$ cat src/quaternion_to_euler_assert.svh
// assertion macros shared by the quaternion to euler converter
`ifndef QUATERNION_TO_EULER_ASSERT_SVH
`define QUATERNION_TO_EULER_ASSERT_SVH

// same-cycle implication, checked on every rising clock edge out of reset
`define QTE_ASSERT_IMPL(label, ante, cons, msg) \
  label: assert property (@(posedge clk) disable iff (!rst_n) (ante) |-> (cons)) \
    else $error(msg);

// next-cycle implication
`define QTE_ASSERT_NEXT(label, ante, cons, msg) \
  label: assert property (@(posedge clk) disable iff (!rst_n) (ante) |=> (cons)) \
    else $error(msg);

`endif

$ cat src/qte_pkg.sv
// shared types, widths and constants of the quaternion to euler converter
package qte_pkg;

  localparam int COMP_W      = 16;
  localparam int PROD_W      = 32;
  localparam int ARG_W       = 36;
  localparam int RAD_W       = 64;
  localparam int ROOT_W      = 32;
  localparam int CW          = 45;
  localparam int Z_W         = 34;
  localparam int NORM_EXP    = 40;
  localparam int SH_W        = 6;
  localparam int MAX_STEPS   = 32;
  localparam int QUEUE_DEPTH = 4;
  localparam int THR_W       = 16;

  localparam logic [1:0] POLE_NONE  = 2'd0;
  localparam logic [1:0] POLE_NORTH = 2'd1;
  localparam logic [1:0] POLE_SOUTH = 2'd2;

  localparam logic [THR_W-1:0] THR_RESET = 16'd32702;

  localparam logic signed [Z_W-1:0] PI_Q28      = 34'sd843314857;
  localparam logic signed [Z_W-1:0] HALF_PI_Q28 = 34'sd421657428;

  // atan(2^-i) in q3.28
  localparam logic signed [Z_W-1:0] ATAN_TAB [MAX_STEPS] = '{
    34'sd210828714, 34'sd124459457, 34'sd65760959, 34'sd33381290,
    34'sd16755422,  34'sd8385879,   34'sd4193963,  34'sd2097109,
    34'sd1048571,   34'sd524287,    34'sd262144,   34'sd131072,
    34'sd65536,     34'sd32768,     34'sd16384,    34'sd8192,
    34'sd4096,      34'sd2048,      34'sd1024,     34'sd512,
    34'sd256,       34'sd128,       34'sd64,       34'sd32,
    34'sd16,        34'sd8,         34'sd4,        34'sd2,
    34'sd1,         34'sd1,         34'sd0,        34'sd0
  };

  typedef struct packed {
    logic [1:0]              pole;
    logic signed [ARG_W-1:0] yaw_y;
    logic signed [ARG_W-1:0] yaw_x;
    logic signed [ARG_W-1:0] pitch_y;
    logic signed [ARG_W-1:0] pitch_x;
    logic signed [ARG_W-1:0] roll_y;
  } qte_args_t;

  typedef struct packed {
    qte_args_t        args;
    logic [RAD_W-1:0] rad;
  } qte_item_t;

  typedef struct packed {
    logic push;
    logic pop;
  } qte_qctl_t;

  typedef struct packed {
    logic full;
    logic empty;
  } qte_qstat_t;

endpackage

$ cat src/qte_queue.sv
// short queue between the front and back pipelines
`include "quaternion_to_euler_assert.svh"

module qte_queue (
  input  logic                clk,
  input  logic                rst_n,
  input  qte_pkg::qte_qctl_t  ctl,
  input  qte_pkg::qte_item_t  wr_item,
  output qte_pkg::qte_item_t  rd_item,
  output qte_pkg::qte_qstat_t stat
);
  import qte_pkg::*;

  localparam int PTR_W = $clog2(QUEUE_DEPTH);
  localparam int CNT_W = $clog2(QUEUE_DEPTH + 1);

  qte_item_t        mem_r [QUEUE_DEPTH];
  logic [PTR_W-1:0] wp_r, rp_r;
  logic [CNT_W-1:0] count_r, count_nxt;

  assign stat.full  = count_r == CNT_W'(QUEUE_DEPTH);
  assign stat.empty = count_r == '0;
  assign rd_item    = mem_r[rp_r];

  always_comb begin
    unique case ({ctl.push, ctl.pop})
      2'b10:   count_nxt = count_r + CNT_W'(1);
      2'b01:   count_nxt = count_r - CNT_W'(1);
      default: count_nxt = count_r;
    endcase
  end

  always_ff @(posedge clk) begin
    if (!rst_n) begin
      wp_r    <= '0;
      rp_r    <= '0;
      count_r <= '0;
    end else begin
      if (ctl.push) wp_r <= wp_r + PTR_W'(1);
      if (ctl.pop)  rp_r <= rp_r + PTR_W'(1);
      count_r <= count_nxt;
    end
  end

  always_ff @(posedge clk) begin
    if (ctl.push) begin
      mem_r[wp_r] <= wr_item;
    end
  end

  `QTE_ASSERT_IMPL(a_no_overflow, ctl.push, !stat.full, "transfer into full queue")
  `QTE_ASSERT_IMPL(a_no_underflow, ctl.pop, !stat.empty, "pop from empty queue")
  `QTE_ASSERT_NEXT(a_count_up, ctl.push && !ctl.pop, count_r == $past(count_r) + CNT_W'(1), "queue count lost a transfer")

endmodule

$ cat config.mk
export PLATFORM = sky130hd
export DESIGN_NAME = qte_queue
export DESIGN_NICKNAME = d
export VERILOG_FILES = /design/src/qte_pkg.sv /design/src/qte_queue.sv
export VERILOG_INCLUDE_DIRS = /design/src /design/src/src
export SDC_FILE = /design/constraint.sdc
export NUM_CORES = 1
export LEC_CHECK = 0
export BUFFER_PORTS_ARGS = -buffer_cell sky130_fd_sc_hd__buf_4
export CAP_MARGIN = 20
export CORE_MARGIN = 8
export CORE_UTILIZATION = 55
export CTS_CLUSTER_DIAMETER = 100
export DETAILED_ROUTE_END_ITERATION = 10
export GPL_TIMING_DRIVEN = 0
export PLACE_DENSITY = 0.78
export SETUP_SLACK_MARGIN = 0.15
export SLEW_MARGIN = 10
export SYNTH_ARGS = -nofsm -noshare
export SYNTH_HDL_FRONTEND = slang
export SYNTH_SLANG_ARGS = --single-unit
$ cat constraint.sdc
create_clock -name clk -period 8.95 [get_ports clk]
set_clock_uncertainty 0.2 [all_clocks]
set_input_delay 0.895 -clock clk [delete_from_list [all_inputs] [get_ports clk]]
set_output_delay 0.895 -clock clk [all_outputs]
set_load 0.02 [all_outputs]
# Word-level counts from Yosys, hierarchy flattened
# Memory sizes are Yosys's and may differ from the RTL's. A register that Yosys moved wholly into a read port is not among the register bits.
# Cells that the tools add are included.
[classes]
n_reduce_logical = 2
addsub = 4
muxes = 5
eq_ne = 3
[ops]
columns = ["cell", "n"]
rows = [
  ["3-bit case mux with 2 select lines", 1],
  ["2-bit by 1-bit adder with 2-bit output, second input constant", 2],
  ["2-bit 2-to-1 mux", 2],
  ["3-bit by 1-bit adder with 3-bit output, second input constant", 1],
  ["3-bit == test, second input constant", 1],
  ["3-bit logical NOT", 1],
  ["3-bit by 1-bit subtractor with 3-bit output, second input constant", 1],
  ["2-bit by 1-bit == test with 1-bit output, second input constant", 1],
  ["2-bit == test, second input constant", 1],
  ["1-bit 2-to-1 mux", 2],
  ["2-bit nonzero test", 1],
]
[totals]
mem_count = 1
wordCells = 18
ram_bits = 984
output_inout_bits = 248
input_bits = 250
regBits = 7
[mem_list]
columns = ["name", "words", "word_bits", "rd", "rd_ports_with_merged_regs", "wr", "line", "rtl"]
rows = [
  ["mem_r", 4, 246, 1, 1, 1, "qte_queue.sv:17", "qte_item_t mem_r [QUEUE_DEPTH];"],
]

# Depth between registers and ports, before layout
[logic_depth]
word_depth = 3
depth_mapped = 7
mapped_depth_nobuf = 7

# Worst setup path before layout
# Ideal clock, no wire load.
[synth_timing]
path_kind = "input to register"
from = "input ctl[1] (netlist bit)"
to = "memory mem_r[0][0] (netlist bit) (enable)"
setup_time_ns = 0.637
slack_ns = 1.655
stages = 1
path_buffers = 0
required_ns = 8.113
arrival_ns = 6.458
cell_sequence = "and2_1"
[synth_between]
elab_chain_len = 2
[synth_lines]
columns = ["element", "line", "rtl"]
rows = [
  ["start, declared", "qte_queue.sv:7", "input qte_pkg::qte_qctl_t ctl,"],
  ["1-bit 2-to-1 mux", "qte_queue.sv:46", "if (ctl.push) begin"],
  ["1-bit 2-to-1 mux (not written as such)", "qte_queue.sv:47", "mem_r[wp_r] <= wr_item;"],
  ["end, declared", "qte_queue.sv:17", ""],
]
# No other way between the ends.

==> impl_metrics.env <==
export IMPL_outcome="finished clean"
export IMPL_fill_cells=3897
export IMPL_period_share_pct=43.1
export IMPL_avgSynthCellArea_um2=27.2
export IMPL_core_area_um2=65400
export IMPL_path_clk_slew_ns=0.06
export IMPL_post_place_ws_ns=5.61
export IMPL_relSlewSlack_pct=38.3
export IMPL_async_flop_share_pct=0
export IMPL_area_growth_pct=23.0
export IMPL_fp_dieH_um=272
export IMPL_p_leak_nw=15.0
export IMPL_clock_sinks=993
export IMPL_start_util_pct=55.3
export IMPL_hold_class="primary input to register"
export IMPL_first_global_vias=18000
export IMPL_vias=16600
export IMPL_synth_adder_area_share_pct=0.228
export IMPL_dieWidth_um=272
export IMPL_maxSlewViolCount=0
export IMPL_critPathCaptureType="primary output"
export IMPL_clk_latency_ns=0.64
export IMPL_p_per_area_nw_per_um2=238
export IMPL_final_setup_worst_slack_ns=5.09
export IMPL_min_period_ns=3.86
export IMPL_syn_inst=1331
export IMPL_grt_remaining_overflow=0
export IMPL_nets=2199
export IMPL_hold_buffers=0
export IMPL_path_class="register to primary output"
export IMPL_grtUsageTotal_pct=20.7
export IMPL_layout_drive_gt1_share_pct=47.2
export IMPL_post_cts_buffers=0
export IMPL_hold_viol_final=0
export IMPL_synth_top_area_share_pct=81.7
export IMPL_yosysWarnings=0
export IMPL_dp_hpwl_mm=50.9
export IMPL_synth_top_family_by_area="multiplexers"
export IMPL_synth_area_leaders="edfxtp_1 82%, mux4_2 15%, buf_12 1.2%"
export IMPL_drtIter0Drc=1358
export IMPL_vias_per_cell=5.75
export IMPL_dieArea_um2=74300
export IMPL_cp_max_fo=10
export IMPL_setup_violations=0
export IMPL_grt_max_degree=54
export IMPL_synth_nets=1587
export IMPL_multiInputGateArea_um2=5800
export IMPL_port_buffers=497
export IMPL_synth_edff_count=984
export IMPL_netlist_area_um2=36200
export IMPL_irDropWorstVdd_uv=209
export IMPL_ctsResizeCount=0
export IMPL_wl_per_cell_um=27.2
export IMPL_h_tree_depth=3
export IMPL_fin_util_pct=68.1
export IMPL_fmax_mhz=259
export IMPL_worst_slew_pin_slew_ns=0.926
export IMPL_drv_cap=0
export IMPL_ant_nets=0
export IMPL_synth_most_common_cell="edfxtp_1"
export IMPL_row_count=94
export IMPL_antenna_found_initial=11
export IMPL_min_from="wr_item[224]"
export IMPL_register_area_um2=29700
export IMPL_ios=498
export IMPL_root_buffer="clkbuf_16"
export IMPL_synthSimpleGateAreaFrac_pct=0.259
export IMPL_first_pass_iters=5
export IMPL_muxShareOfSynthArea_pct=15.3
export IMPL_synth_compound_area_share_pct=0.0484
export IMPL_synth_xor_area_share_pct=0.121
export IMPL_wl_mm=78.4
export IMPL_synth_area_leader_cell="edfxtp_1"
export IMPL_ys_seq_area_share_pct=82.2
export IMPL_gp_congestion=0.770
export IMPL_cts_buffer_depth=3
export IMPL_start_kind="register"
export IMPL_worst_ep_arrival_time_ns=2.76
export IMPL_grt_first_pass_wirelength_mm=114
export IMPL_cts_tree="done"
export IMPL_ys_ff_latch=993
export IMPL_cp_required_ns=7.86
export IMPL_rsz0062_at_grt="no"
export IMPL_synthTopCellsByCount="984 x edfxtp_1, 246 x mux4_2, 25 x buf_2, 22 x buf_12, 10 x and2_1"
export IMPL_drc_errors=0
export IMPL_cts_buffers=94
export IMPL_yosys_most_used_dff="edfxtp_1"
export IMPL_r2r_start="wp_r[0]"
export IMPL_yosysUniqueCellTypes=22
-- layout by cell type (no fill, tap or decap), drive strengths merged --
cell type,synthesis,layout
a21boi,1,1
ha,5,5
clkbuf,2,116
fa,1,1
nand2,2,2
mux2i,1,1
and3,1,1
edfxtp,984,984
dfxtp,9,9
xnor2,2,2
xor2,3,3
clkinvlp,0,1
buf,53,569
mux4,246,246
or3,1,1
nor2b,1,1
and2,10,10
inv,6,10
nor3,1,1
o21ai,2,2
clkinv,0,42
bufinv,0,7
diode,0,8
-- routing by layer --
layer / global-route usage [%] / wire length (um)
met1: 23.9 / 27400
met2: 35.4 / 40500
met3: 8.27 / 8450
met4: 6.59 / 2080
met5: 0 / 57
-- cell type report --
type                       count  share of cell area (%)
inverter                       6                  0.0506
antenna                        8                  0.0450
tap                          864                    2.43
clock buffer                 114                    5.60
multi-input combinational    277                    13.0
sequential                   993                    66.8
timing repair buffer         516                    9.51
clock inverter                54                    1.09
buffer                        55                    1.45
-- registers in the layout (all words and copies together), names as in the netlist, named ones only --
register / cells
mem_r: 984
count_r: 3
rp_r: 2
wp_r: 2
-- per-stage QoR --
step	std cells	total power [W]	hold slack, ns	area, um^2	setup TNS [ns]
after floorplan	1331	0.00627	0.273	36200	0
after global placement	2692	0.00687	0.288	41000	-2713.72
after detailed placement	2711	0.00684	0.346	41500	0
after CTS	2879	0.0107	0.202	44500	0
after global routing	2881	0.0109	0.215	44500	0
final	2887	0.0106	0.251	44500	0
-- worst paths after layout --
check                                     end  slack, ns  depth (start not counted)
worst max-delay path              rd_item[61]       5.09                          4
worst max register to register    mem_r[2][1]       6.35                          6
worst min register to register        wp_r[1]       0.37                          2
worst min-delay path            mem_r[2][224]       0.25                          1
-- cells by family after synthesis --
family                   Yosys count
adder cells (fa/ha/maj)            6
multiplexers                     247
XOR/XNOR                           5
buffers and inverters             61
AO/OA/AOI/OAI                      3
AND/OR/NAND/NOR                   16
flip-flops                       993
-- critical path: stages, from the launching register on --
cell and delay, ns:
dfxtp_1 0.36, clkbuf_1 0.70, buf_2 0.43, mux4_2 0.40
buf_4 0.19
-- where the power goes --
part	internal, W	switching [W]	total [W]
registers	0.00535	0.0000511	0.00540
logic	0.000612	0.000727	0.00134
clock network	0.00219	0.00165	0.00384
total	0.00815	0.00243	0.0106
Note: power is estimated with default switching activity, not from simulation.
